**src/hw/rtl/rc4_pkg.sv**
```systemverilog
// rc4_pkg: shared constants, control word type and microcode program for the RC4 engine.
// Depends on nothing; used by rc4_useq, rc4_stream_cipher and the testbench.
`timescale 1ns / 1ps

package rc4_pkg;

    localparam int MAX_KEY_BYTES_DEF = 256;
    localparam logic [8:0] KEY_LEN_RESET = 9'd16;

    localparam logic [1:0] CMD_LOAD     = 2'd0;
    localparam logic [1:0] CMD_SCHEDULE = 2'd1;
    localparam logic [1:0] CMD_CRYPT    = 2'd2;

    localparam int UPC_W = 5;

    // microcode entry points and steps
    localparam logic [UPC_W-1:0] U_IDLE  = 5'd0;
    localparam logic [UPC_W-1:0] U_RFILL = 5'd1;
    localparam logic [UPC_W-1:0] U_RDONE = 5'd2;
    localparam logic [UPC_W-1:0] U_LOAD  = 5'd3;
    localparam logic [UPC_W-1:0] U_NOP   = 5'd4;
    localparam logic [UPC_W-1:0] U_SCHED = 5'd5;
    localparam logic [UPC_W-1:0] K_A     = 5'd6;
    localparam logic [UPC_W-1:0] K_B     = 5'd7;
    localparam logic [UPC_W-1:0] K_C     = 5'd8;
    localparam logic [UPC_W-1:0] K_D     = 5'd9;
    localparam logic [UPC_W-1:0] K_E     = 5'd10;
    localparam logic [UPC_W-1:0] K_END   = 5'd11;
    localparam logic [UPC_W-1:0] C_1     = 5'd12;
    localparam logic [UPC_W-1:0] C_2     = 5'd13;
    localparam logic [UPC_W-1:0] C_3     = 5'd14;
    localparam logic [UPC_W-1:0] C_4     = 5'd15;
    localparam logic [UPC_W-1:0] C_5     = 5'd16;
    localparam logic [UPC_W-1:0] C_6     = 5'd17;
    localparam logic [UPC_W-1:0] C_7     = 5'd18;

    typedef enum logic [1:0] {SEQ_NEXT, SEQ_JUMP, SEQ_LOOP, SEQ_DISPATCH} t_seq_op;
    typedef enum logic [2:0] {RA_CNT, RA_ACC, RA_IA1, RA_IB, RA_SUM} t_raddr;
    typedef enum logic [1:0] {WA_CNT, WA_ACC, WA_IA, WA_IB} t_waddr;
    typedef enum logic [1:0] {WD_CNT, WD_RD, WD_SI} t_wdata;
    typedef enum logic [1:0] {CNT_HOLD, CNT_CLR, CNT_INC} t_cnt_op;
    typedef enum logic [1:0] {ACC_HOLD, ACC_CLR, ACC_KSA} t_acc_op;
    typedef enum logic [1:0] {IA_HOLD, IA_CLR, IA_INC} t_ia_op;
    typedef enum logic [1:0] {IB_HOLD, IB_CLR, IB_ADD} t_ib_op;
    typedef enum logic [1:0] {KP_HOLD, KP_CLR, KP_ADV} t_kp_op;
    typedef enum logic [1:0] {PTR_HOLD, PTR_CLR, PTR_LOAD} t_ptr_op;
    typedef enum logic [1:0] {OUT_NONE, OUT_ACK, OUT_DATA} t_out_op;

    typedef struct packed {
        t_seq_op          seq;
        logic [UPC_W-1:0] target;
        logic             s_re;
        t_raddr           raddr;
        logic             s_we;
        t_waddr           waddr;
        t_wdata           wdata;
        logic             k_re;
        t_cnt_op          cnt_op;
        t_acc_op          acc_op;
        t_ia_op           ia_op;
        t_ib_op           ib_op;
        t_kp_op           kp_op;
        t_ptr_op          ptr_op;
        logic             si_ld;
        logic             sj_ld;
        t_out_op          out_op;
    } t_cw;

    typedef struct packed {
        logic       start;
        logic [1:0] cmd;
        logic       cnt_last;
    } t_seq_status;

    function automatic t_cw ucode_rom(input logic [UPC_W-1:0] addr);
        t_cw cw;
        cw = '0;
        cw.seq = SEQ_JUMP;
        cw.target = U_IDLE;
        case (addr)
            U_IDLE: begin
                cw.seq = SEQ_DISPATCH;
            end
            // reset pass: identity fill, no result
            U_RFILL: begin
                cw.s_we = 1'b1; cw.waddr = WA_CNT; cw.wdata = WD_CNT;
                cw.cnt_op = CNT_INC; cw.seq = SEQ_LOOP; cw.target = U_RFILL;
            end
            U_RDONE: begin
                cw.seq = SEQ_JUMP;
            end
            U_LOAD: begin
                cw.ptr_op = PTR_LOAD; cw.out_op = OUT_ACK;
            end
            U_NOP: begin
                cw.out_op = OUT_ACK;
            end
            U_SCHED: begin
                cw.s_we = 1'b1; cw.waddr = WA_CNT; cw.wdata = WD_CNT;
                cw.cnt_op = CNT_INC; cw.ia_op = IA_CLR; cw.ib_op = IB_CLR;
                cw.acc_op = ACC_CLR; cw.kp_op = KP_CLR;
                cw.seq = SEQ_LOOP; cw.target = U_SCHED;
            end
            K_A: begin
                cw.s_re = 1'b1; cw.raddr = RA_CNT; cw.k_re = 1'b1; cw.seq = SEQ_NEXT;
            end
            K_B: begin
                cw.si_ld = 1'b1; cw.acc_op = ACC_KSA; cw.seq = SEQ_NEXT;
            end
            K_C: begin
                cw.s_re = 1'b1; cw.raddr = RA_ACC; cw.seq = SEQ_NEXT;
            end
            K_D: begin
                cw.s_we = 1'b1; cw.waddr = WA_CNT; cw.wdata = WD_RD; cw.seq = SEQ_NEXT;
            end
            K_E: begin
                cw.s_we = 1'b1; cw.waddr = WA_ACC; cw.wdata = WD_SI;
                cw.cnt_op = CNT_INC; cw.kp_op = KP_ADV;
                cw.seq = SEQ_LOOP; cw.target = K_A;
            end
            K_END: begin
                cw.ptr_op = PTR_CLR; cw.out_op = OUT_ACK;
            end
            C_1: begin
                cw.s_re = 1'b1; cw.raddr = RA_IA1; cw.ia_op = IA_INC; cw.seq = SEQ_NEXT;
            end
            C_2: begin
                cw.si_ld = 1'b1; cw.ib_op = IB_ADD; cw.seq = SEQ_NEXT;
            end
            C_3: begin
                cw.s_re = 1'b1; cw.raddr = RA_IB; cw.seq = SEQ_NEXT;
            end
            C_4: begin
                cw.s_we = 1'b1; cw.waddr = WA_IA; cw.wdata = WD_RD;
                cw.sj_ld = 1'b1; cw.seq = SEQ_NEXT;
            end
            C_5: begin
                cw.s_we = 1'b1; cw.waddr = WA_IB; cw.wdata = WD_SI; cw.seq = SEQ_NEXT;
            end
            C_6: begin
                cw.s_re = 1'b1; cw.raddr = RA_SUM; cw.seq = SEQ_NEXT;
            end
            C_7: begin
                cw.out_op = OUT_DATA;
            end
            default: begin
                cw.seq = SEQ_JUMP;
            end
        endcase
        return cw;
    endfunction

endpackage

```
**src/hw/rtl/rc4_useq.sv**
```systemverilog
// rc4_useq: micro-program counter, microcode table lookup and jump logic.
// Depends on rc4_pkg for the control word, status struct and program.
`timescale 1ns / 1ps

module rc4_useq
    import rc4_pkg::*;
(
    input  logic        i_clk,
    input  logic        i_rst_n,
    input  t_seq_status i_status,
    output t_cw         o_cw,
    output logic        o_busy
);

    logic [UPC_W-1:0] r_upc;
    logic [UPC_W-1:0] n_upc;
    t_cw              w_cw;

    assign w_cw   = ucode_rom(r_upc);
    assign o_cw   = w_cw;
    assign o_busy = (r_upc != U_IDLE);

    always_comb begin
        n_upc = r_upc;
        unique case (w_cw.seq)
            SEQ_NEXT: n_upc = r_upc + UPC_W'(1);
            SEQ_JUMP: n_upc = w_cw.target;
            SEQ_LOOP: n_upc = i_status.cnt_last ? r_upc + UPC_W'(1) : w_cw.target;
            SEQ_DISPATCH: begin
                if (i_status.start) begin
                    unique case (i_status.cmd)
                        CMD_LOAD:     n_upc = U_LOAD;
                        CMD_SCHEDULE: n_upc = U_SCHED;
                        CMD_CRYPT:    n_upc = C_1;
                        default:      n_upc = U_NOP;
                    endcase
                end
            end
            default: n_upc = U_IDLE;
        endcase
    end

    // reset enters the identity fill pass
    always_ff @(posedge i_clk) begin
        if (!i_rst_n) begin
            r_upc <= U_RFILL;
        end else begin
            r_upc <= n_upc;
        end
    end

endmodule

```
**src/hw/rtl/rc4_stream_cipher.sv**
```systemverilog
// rc4_stream_cipher: RC4 engine top level, datapath, permutation and key memories.
// Depends on rc4_pkg and rc4_useq.
//
// Channel   Direction  Handshake                      Payload
// command   in         start high, busy low           i_cmd, i_data_byte
// result    out        o_res_valid, one-cycle strobe  o_out_byte, o_is_data
// config    in         i_cfg_valid and o_cfg_ready    i_cfg_data (key byte count)
//
// A schedule transaction makes 256 identity writes, then runs 5 steps per key-scheduling round.
// After reset, busy stays high while the permutation is filled with identity. The result strobe
// lands in the cycle busy drops, so a new command can be taken while it is shown; results cannot
// be stalled.
`timescale 1ns / 1ps

module rc4_stream_cipher
    import rc4_pkg::*;
#(
    parameter int MAX_KEY_BYTES = MAX_KEY_BYTES_DEF
) (
    input  logic       i_clk,
    input  logic       i_rst_n,
    input  logic       start,
    output logic       busy,
    input  logic [1:0] i_cmd,
    input  logic [7:0] i_data_byte,
    output logic       o_res_valid,
    output logic [7:0] o_out_byte,
    output logic       o_is_data,
    input  logic       i_cfg_valid,
    output logic       o_cfg_ready,
    input  logic [8:0] i_cfg_data
);

    localparam int KEY_AW = (MAX_KEY_BYTES > 1) ? $clog2(MAX_KEY_BYTES) : 1;
    localparam int KPW    = $clog2(MAX_KEY_BYTES + 1);
    localparam logic [KPW-1:0] PTR_FULL = KPW'(MAX_KEY_BYTES);
    localparam logic [8:0]     LEN_MAX  = 9'(MAX_KEY_BYTES);

    t_cw         w_cw;
    t_seq_status w_status;
    logic        w_accept;

    logic [7:0]        r_perm [256];
    logic [7:0]        r_kmem [MAX_KEY_BYTES];
    logic [7:0]        r_rd;
    logic [7:0]        r_krd;
    logic [7:0]        r_cnt;
    logic [7:0]        r_acc;
    logic [7:0]        r_ia;
    logic [7:0]        r_ib;
    logic [7:0]        r_si;
    logic [7:0]        r_sj;
    logic [KEY_AW-1:0] r_kpos;
    logic [KPW-1:0]    r_key_ptr;
    logic [8:0]        r_key_len;
    logic [7:0]        r_data;
    logic              r_res_valid;
    logic [7:0]        r_out_byte;
    logic              r_is_data;

    logic [7:0] w_raddr;
    logic [7:0] w_waddr;
    logic [7:0] w_wdata;
    logic [8:0] w_len;
    logic [8:0] w_kpos_inc;
    logic       w_key_we;

    assign w_accept = start && !busy;
    assign w_status = '{start: start, cmd: i_cmd, cnt_last: (r_cnt == 8'hFF)};

    rc4_useq u_useq (
        .i_clk    (i_clk),
        .i_rst_n  (i_rst_n),
        .i_status (w_status),
        .o_cw     (w_cw),
        .o_busy   (busy)
    );

    always_comb begin
        case (w_cw.raddr)
            RA_CNT:  w_raddr = r_cnt;
            RA_ACC:  w_raddr = r_acc;
            RA_IA1:  w_raddr = r_ia + 8'd1;
            RA_IB:   w_raddr = r_ib;
            RA_SUM:  w_raddr = r_si + r_sj;
            default: w_raddr = r_cnt;
        endcase
        case (w_cw.waddr)
            WA_CNT:  w_waddr = r_cnt;
            WA_ACC:  w_waddr = r_acc;
            WA_IA:   w_waddr = r_ia;
            WA_IB:   w_waddr = r_ib;
            default: w_waddr = r_cnt;
        endcase
        case (w_cw.wdata)
            WD_CNT:  w_wdata = r_cnt;
            WD_RD:   w_wdata = r_rd;
            WD_SI:   w_wdata = r_si;
            default: w_wdata = r_cnt;
        endcase
    end

    // zero length counts as one, oversize saturates to the key store depth
    always_comb begin
        w_len = r_key_len;
        if (r_key_len == 9'd0) begin
            w_len = 9'd1;
        end else if (r_key_len > LEN_MAX) begin
            w_len = LEN_MAX;
        end
    end

    assign w_kpos_inc = 9'(r_kpos) + 9'd1;
    assign w_key_we   = (w_cw.ptr_op == PTR_LOAD) && (r_key_ptr < PTR_FULL);

    always_ff @(posedge i_clk) begin
        if (w_cw.s_we) begin
            r_perm[w_waddr] <= w_wdata;
        end
        if (w_cw.s_re) begin
            r_rd <= r_perm[w_raddr];
        end
    end

    always_ff @(posedge i_clk) begin
        if (w_key_we) begin
            r_kmem[r_key_ptr[KEY_AW-1:0]] <= r_data;
        end
        if (w_cw.k_re) begin
            r_krd <= r_kmem[r_kpos];
        end
    end

    always_ff @(posedge i_clk) begin
        if (!i_rst_n) begin
            r_cnt       <= '0;
            r_acc       <= '0;
            r_ia        <= '0;
            r_ib        <= '0;
            r_kpos      <= '0;
            r_key_ptr   <= '0;
            r_key_len   <= KEY_LEN_RESET;
            r_res_valid <= 1'b0;
        end else begin
            if (i_cfg_valid && o_cfg_ready) begin
                r_key_len <= i_cfg_data;
            end
            case (w_cw.cnt_op)
                CNT_CLR: r_cnt <= '0;
                CNT_INC: r_cnt <= r_cnt + 8'd1;
                default: r_cnt <= r_cnt;
            endcase
            case (w_cw.acc_op)
                ACC_CLR: r_acc <= '0;
                ACC_KSA: r_acc <= r_acc + r_rd + r_krd;
                default: r_acc <= r_acc;
            endcase
            case (w_cw.ia_op)
                IA_CLR:  r_ia <= '0;
                IA_INC:  r_ia <= r_ia + 8'd1;
                default: r_ia <= r_ia;
            endcase
            case (w_cw.ib_op)
                IB_CLR:  r_ib <= '0;
                IB_ADD:  r_ib <= r_ib + r_rd;
                default: r_ib <= r_ib;
            endcase
            // wrap the key position at the effective length
            case (w_cw.kp_op)
                KP_CLR:  r_kpos <= '0;
                KP_ADV:  r_kpos <= (w_kpos_inc >= w_len) ? '0 : KEY_AW'(w_kpos_inc);
                default: r_kpos <= r_kpos;
            endcase
            case (w_cw.ptr_op)
                PTR_CLR:  r_key_ptr <= '0;
                PTR_LOAD: begin
                    if (w_key_we) begin
                        r_key_ptr <= r_key_ptr + KPW'(1);
                    end
                end
                default:  r_key_ptr <= r_key_ptr;
            endcase
            r_res_valid <= (w_cw.out_op == OUT_ACK) || (w_cw.out_op == OUT_DATA);
        end
    end

    always_ff @(posedge i_clk) begin
        if (w_accept) begin
            r_data <= i_data_byte;
        end
        if (w_cw.si_ld) begin
            r_si <= r_rd;
        end
        if (w_cw.sj_ld) begin
            r_sj <= r_rd;
        end
        case (w_cw.out_op)
            OUT_ACK: begin
                r_out_byte <= 8'd0;
                r_is_data  <= 1'b0;
            end
            OUT_DATA: begin
                r_out_byte <= r_data ^ r_rd;
                r_is_data  <= 1'b1;
            end
            default: begin
                r_out_byte <= r_out_byte;
                r_is_data  <= r_is_data;
            end
        endcase
    end

    assign o_res_valid = r_res_valid;
    assign o_out_byte  = r_out_byte;
    assign o_is_data   = r_is_data;
    assign o_cfg_ready = 1'b1;

`ifndef ASSERT_OFF
    a_res_while_idle: assert property (@(posedge i_clk) disable iff (!i_rst_n)
        o_res_valid |-> !busy)
        else $error("result strobe while sequencer busy");

    a_res_after_work: assert property (@(posedge i_clk) disable iff (!i_rst_n)
        o_res_valid |-> $past(busy))
        else $error("result strobe without a finished transaction");

    a_accept_busy: assert property (@(posedge i_clk) disable iff (!i_rst_n)
        w_accept |=> busy)
        else $error("accepted transaction did not start the sequencer");

    a_ack_zero: assert property (@(posedge i_clk) disable iff (!i_rst_n)
        (o_res_valid && !o_is_data) |-> (o_out_byte == 8'd0))
        else $error("acknowledgement carries nonzero byte");

    a_ptr_range: assert property (@(posedge i_clk) disable iff (!i_rst_n)
        r_key_ptr <= PTR_FULL)
        else $error("key load pointer beyond key store");
`endif

endmodule

```
**config.mk**
```make
export PLATFORM = sky130hd
export DESIGN_NAME = rc4_stream_cipher
export DESIGN_NICKNAME = d
export VERILOG_FILES = /design/src/hw/rtl/rc4_pkg.sv /design/src/hw/rtl/rc4_useq.sv /design/src/hw/rtl/rc4_stream_cipher.sv
export SDC_FILE = /design/constraint.sdc
export NUM_CORES = 2
export LEC_CHECK = 0
export BUFFER_PORTS_ARGS = -buffer_cell sky130_fd_sc_hd__buf_2
export CORE_AREA = 2 2 617 680
export CTS_CLUSTER_SIZE = 24
export DETAILED_ROUTE_END_ITERATION = 10
export DIE_AREA = 0 0 619 682
export PLACE_DENSITY_LB_ADDON = 0.25
export RECOVER_POWER = 25
export SLEW_MARGIN = 40
export SYNTH_ARGS = -nofsm -noshare
export SYNTH_HDL_FRONTEND = slang
export SYNTH_SLANG_ARGS = --single-unit
```
**constraint.sdc**
```tcl
create_clock -name i_clk -period 42.3 [get_ports i_clk]
set_input_delay 4.23 -clock i_clk [delete_from_list [all_inputs] [get_ports i_clk]]
set_output_delay 4.23 -clock i_clk [all_outputs]
set_load 0.02 [all_outputs]
```
Word level (Yosys, flattened, before mapping) --
Memories as Yosys holds them, arrays and structs flattened. A register that Yosys moved wholly into a read port is not among the register bits. Index checks and enable logic that the tools add are counted.
Storage, ports and cells: register bits 97, bits in latches 0, memory bits (writable) 4096, memory bits (read-only) 0, input port bits 23, output and inout bits 12, logic and storage cells 137, memories kept 2
Cells by class: add/sub/neg operators 9, multiply operators 0, div/mod/pow operators 0, magnitude comparators 3, equality and inequality tests 48, shift-type cells 0, mux-type cells 37, bitwise gates (word level) 1, reduce and logical (&&, ||, !) cells 23
Memory list:
- r_kmem | words 256, width 8, rd ports 1, clocked after memory_dff 1, write ports 1, RTL line rc4_stream_cipher.sv:44 | logic [7:0] r_kmem [MAX_KEY_BYTES];
- r_perm | words 256, width 8, rd ports 1, clocked after memory_dff 1, write ports 1, RTL line rc4_stream_cipher.sv:43 | logic [7:0] r_perm [256];
Operators with widths (count):
- 8-bit one-hot mux with 2 select lines | 7
- 8-bit one-hot mux with 4 select lines | 2
- 5-bit by 4-bit == test with 1-bit output (second input constant) | 8
- 8-bit adder | 4
- 9-bit two-way mux | 3
- 2-bit == test (second input constant) | 13
- 5-bit one-hot mux with 5 select lines | 1
- 2-bit one-hot mux with 2 select lines | 6
- 2-bit by 1-bit == test with 1-bit output (second input constant) | 11
- 5-bit by 3-bit == test with 1-bit output (second input constant) | 4
- 4-bit one-hot mux with 5 select lines | 1
- 5-bit one-hot mux with 4 select lines | 1
- 9-bit one-hot mux with 2 select lines | 1
- 8-bit by 1-bit adder with 8-bit output (second input constant) | 2
- 5-bit == test (second input constant) | 3
- 2-bit nonzero test | 7
- 4-bit one-hot mux with 3 select lines | 1
- 5-bit two-way mux | 2
- 10-bit OR reduction | 1
- 8-bit by 1-bit adder with 9-bit output (second input constant) | 1
- 9-bit by 1-bit adder with 9-bit output (second input constant) | 1
- 9-bit >= comparator | 1
- 9-bit greater-than comparator (second input constant) | 1
- 9-bit logical NOT | 1
- other kinds (25) | 38

Depth between registers and ports, before layout --
depth in word-level cells 6, mapped depth 21, mapped depth without buffers 14

By module --
From an unflattened synthesis, not the netlist that was laid out.
Second synthesis, totals: cell total of the unflattened synthesis 9935, area total of the unflattened synthesis 167615.8 um^2
Modules (own cells, without submodules):
- rc4_stream_cipher | instances 1, cells an instance 9818, area an instance 166756.2 um^2, seq. area each 125650.5 um^2
- rc4_useq | instances 1, cells an instance 117, area an instance 859.6 um^2, seq. area each 100.1 um^2

Least setup slack after synthesis --
No wires, ideal clock.
kind register to register, from register u_useq.r_upc[3], to memory r_perm[0][0] (data pin), arrival time 12.699 ns, required time 40.113 ns, setup slack 27.414 ns, cell stages (with the launch flop) 15, clock period less this slack 14.886 ns, cells stage by stage dfxtp_1 -> clkbuf_1 -> nand2b_1 -> or2_2 -> clkbuf_1 -> inv_2 -> nor2_1 -> o21ai_1 -> clkbuf_1 -> o21ai_0 -> o21ai_0 -> inv_1 -> ha_1 -> clkbuf_1 -> o21ai_0
On the way: word-level cells in the longest chain between the ends 5, elaborated cells on any way between the ends 11
RTL lines:
- start: declaration | RTL line rc4_useq.sv:15 | logic [UPC_W-1:0] r_upc;
- start signal: assignment | RTL line rc4_useq.sv:48 | r_upc <= n_upc;
- 5-bit by 1-bit == test with 1-bit output / 5-bit by 3-bit == test with 1-bit output (equally long branches) | RTL line rc4_pkg.sv:80 | case (addr)
- 2-bit OR reduction (no line)
- 5-bit one-hot mux with 5 select lines * | RTL line rc4_pkg.sv:80
- 2-bit == test / 2-bit by 1-bit == test with 1-bit output (equally long branches) | RTL line rc4_stream_cipher.sv:95 | case (w_cw.wdata)
- 8-bit one-hot mux with 2 select lines * | RTL line rc4_stream_cipher.sv:95
- named net w_wdata[0] | RTL line rc4_stream_cipher.sv:63 | logic [7:0] w_wdata;
- end: declaration | RTL line rc4_stream_cipher.sv:43
The timed path passes the listed nets; every way through them passes the cells marked *.

Final worst setup path --
from register r_data[5], to memory r_kmem[212][5] (data pin)
RTL lines:
- start: declaration | RTL line rc4_stream_cipher.sv:56 | logic [7:0] r_data;
- start signal: assignment | RTL line rc4_stream_cipher.sv:189 | r_data <= i_data_byte;
- end: declaration | RTL line rc4_stream_cipher.sv:44
Straight into the memory's write port.

==> results.ini <==
[status]
status = complete, but fails checks
violations = max-capacitance violations, max-slew violations

[yosys]
synth_edf_count = 4145
ys_ff_latch = 4209
synthArstFlopShare_pct = 0
synthFlopType = edfxtp_1
ys_seq_area_share_pct = 75.9
synth_warnings = 0
syn_nets = 8685
syn_avg_cell_area_um2 = 19.2
syn_inst = 8603
syn-cell-area_mm2 = 0.166
synth_cell_types = 84

[sta]
finalSetupTns_ns = 0
worst_slew_pin_slew_ns = 8.12
finalHoldViolCount = 0
max_freq_ghz = 0.0966
period_needed_ns = 10.35
finalSetupViolations = 0
slew_headroom_pct = -441
slew_viol_final = 2094
skew_ns = 0.0537
rsz0062_at_grt = false
fin_crit_sh_pct = 24.5

[critical_path]
cp_common_cell = clkbuf_1
critPathKind = reg2reg
path_max_fanout = 113
critical_path.top_delay_family = buffers and inverters
max_stage_delay_ns = 4.00
required_ns = 42.24
start_kind = flop
end_kind = flop
cpMaxStageDelayCell = clkbuf_1
path_cells = clkbuf_1, clkbuf_1, clkbuf_1
worstPathArrival_ns = 10.29
cp_num_buf_inv = 3

[detailed_routing]
drt_iter0_markers = 9483
ant_nets = 0
dr.pass1.iters = 8
drc_errors = 0
wl_per_cell_um = 29.6
vias = 83906
via_per_inst = 5.76
wirelength_um = 431000

[final_layout]
utilization_pct = 44.8
layout_commonest_cell = edfxtp_1
drive_gt1_share_pct = 24.0
stdcell_count = 14564
syn2layout_area_growth_pct = 12.7
fill_cells = 35405
most-common-layout-cells = 4145 x edfxtp_1, 978 x mux4_2, 886 x nand2_1, 405 x clkbuf_16, 305 x nor2_2
nNetsFinal = 8793

[clock_network]
postCtsSetupBuffers = 0
h-tree-depth = 5
clk_latency_ns = 0.94
cts_tree = done
clkTransAtPathRegs_ns = 0.06
clock_sinks = 4209
cts_hold_buf = 0
cts_buffers = 399
cts_resized = 0
clock_path_buffers = 4
root_buffer = clkbuf_16

[floorplanning]
die_y_um = 682
core_mm2 = 0.416
die_w_um = 619
io_pins = 35
initial_core_util_pct = 39.8
die_area_mm2 = 0.422
placementRows = 249

[power_and_ir_drop]
power.leakage_nw = 55.1
pwr-share-comb_pct = 12.3
power_density_mw_per_mm2 = 50.8
switching_share_pct = 24.9
p_switching_mw = 2.36
seqPwrFrac_pct = 49.5
ir_worst_vdd_mv = 0.0451
power.total_mw = 9.47
clkPwrFrac_pct = 38.1
intPower_mw = 7.11

[grt]
track_usage_pct = 20.1
grt-busiest-layer = met2
grt_util_met3_pct = 3.57
grt_first_pass_wirelength_um = 618000
antenna_found_initial = 24
overflow = 0
grt_max_degree = 209
grt_use_met1_pct = 28.1
grt_pass1_vias = 84288
grtUsageMet2_pct = 32.4

[placement]
io_buffer_count = 33
dp.cells = 13822
gp_congestion = 0.847
hpwl_um = 258000

[worst_hold_path]
hold_path_class = reg2reg

[run]
cap_violations = 23

## layer usage
layer | up-vias | part of all wire [%]
li1 | 35094 | -
met1 | 44856 | 42
met2 | 3307 | 48
met3 | 647 | 7.5
met4 | 2 | 3.0
met5 | - | 0.0030
## power by group through the flow
stage,sequential (mW),clock [mW],combinational (mW)
after floorplan,4.86,0,0.729
after global placement,4.77,0,1.13
after detailed placement,4.77,0,1.17
after CTS,4.68,3.66,1.17
after global routing,4.69,3.82,1.25
final,4.69,3.61,1.17
## synth_stat cells, types with 16 or more instances
cell type  instances  area [um2]
a22oi_1          123         923
mux2i_1           62         621
edfxtp_1        4145      124000
nand4_1           17         106
xnor2_1           26         228
nand2_1          911        3420
inv_1             26        97.6
clkbuf_1         276        1040
xor2_1            22         193
o211ai_1          16         120
a22o_1            29         254
o22ai_1           26         163
nor2_1           582        2180
a21o_1            29         218
buf_2            109         546
a211oi_1          22         165
nand3_1          287        1440
dfxtp_1           64        1280
buf_4             27         203
mux4_2           978       22000
buf_1             86         323
nor3_1            28         140
and3_1            72         450
a221oi_1          19         166
nor2b_1           52         325
a31oi_1           83         519
a311oi_1          30         263
o21ai_0           53         265
a32oi_1           52         455
ha_1              49         613
and2_1            33         206
a21oi_1           82         410
## cells by family after synthesis
kind of cell / count (synthesis) / synth area share [%]
other: 1 / 0.00226
flip-flops: 4209 / 75.9
AO/OA/AOI/OAI: 649 / 2.83
AND/OR/NAND/NOR: 2046 / 5.29
multiplexers: 1052 / 13.8
buffers and inverters: 539 / 1.42
XOR/XNOR: 48 / 0.254
adder cells (fa/ha/maj): 59 / 0.491
## layout make-up
cell class | instances | area [um2] | area share (%)
diodes | 8 | 20.0 | 0.0107
clock buffers | 471 | 10400 | 5.58
clock inverters | 253 | 2600 | 1.39
inverters | 29 | 109 | 0.0584
multi-input cells | 3855 | 38700 | 20.8
flip-flops and latches | 4209 | 126000 | 67.4
well taps | 5522 | 6910 | 3.70
repair buffers | 217 | 2000 | 1.07
## worst min-delay path, stage by stage (launching register included)
cell     delay [ns]
dfxtp_2        0.34
nand2_1        0.06
nand2_1        0.05
## stage by stage
step,cell area (um2),setup WS (ns),hold WS [ns]
after floorplan,166000,27.41,0.465
after global placement,172000,34.67,0.454
after detailed placement,173000,34.59,0.464
after CTS,186000,34.58,0.475
after global routing,187000,30.93,0.487
final,187000,31.95,0.478
## flip-flops by register name (all words and copies together), names as in the netlist, 9 cells and up
name and count:
r_kmem 2048, r_perm 2048, r_key_len 9, r_key_ptr 9
## path summary, 6_finish.rpt
| check | startpoint | to | slack (ns) | cells after the start |
|---|---|---|---|---|
| max | r_data[5] | r_kmem[212][5] | 31.95 | 3 |
| min | r_kpos[6] | r_kpos[6] | 0.48 | 2 |
| max reg2reg | r_data[5] | r_kmem[212][5] | 31.95 | 3 |
| min reg2reg | r_kpos[6] | r_kpos[6] | 0.48 | 2 |
Power figures use the tool's default switching activity.
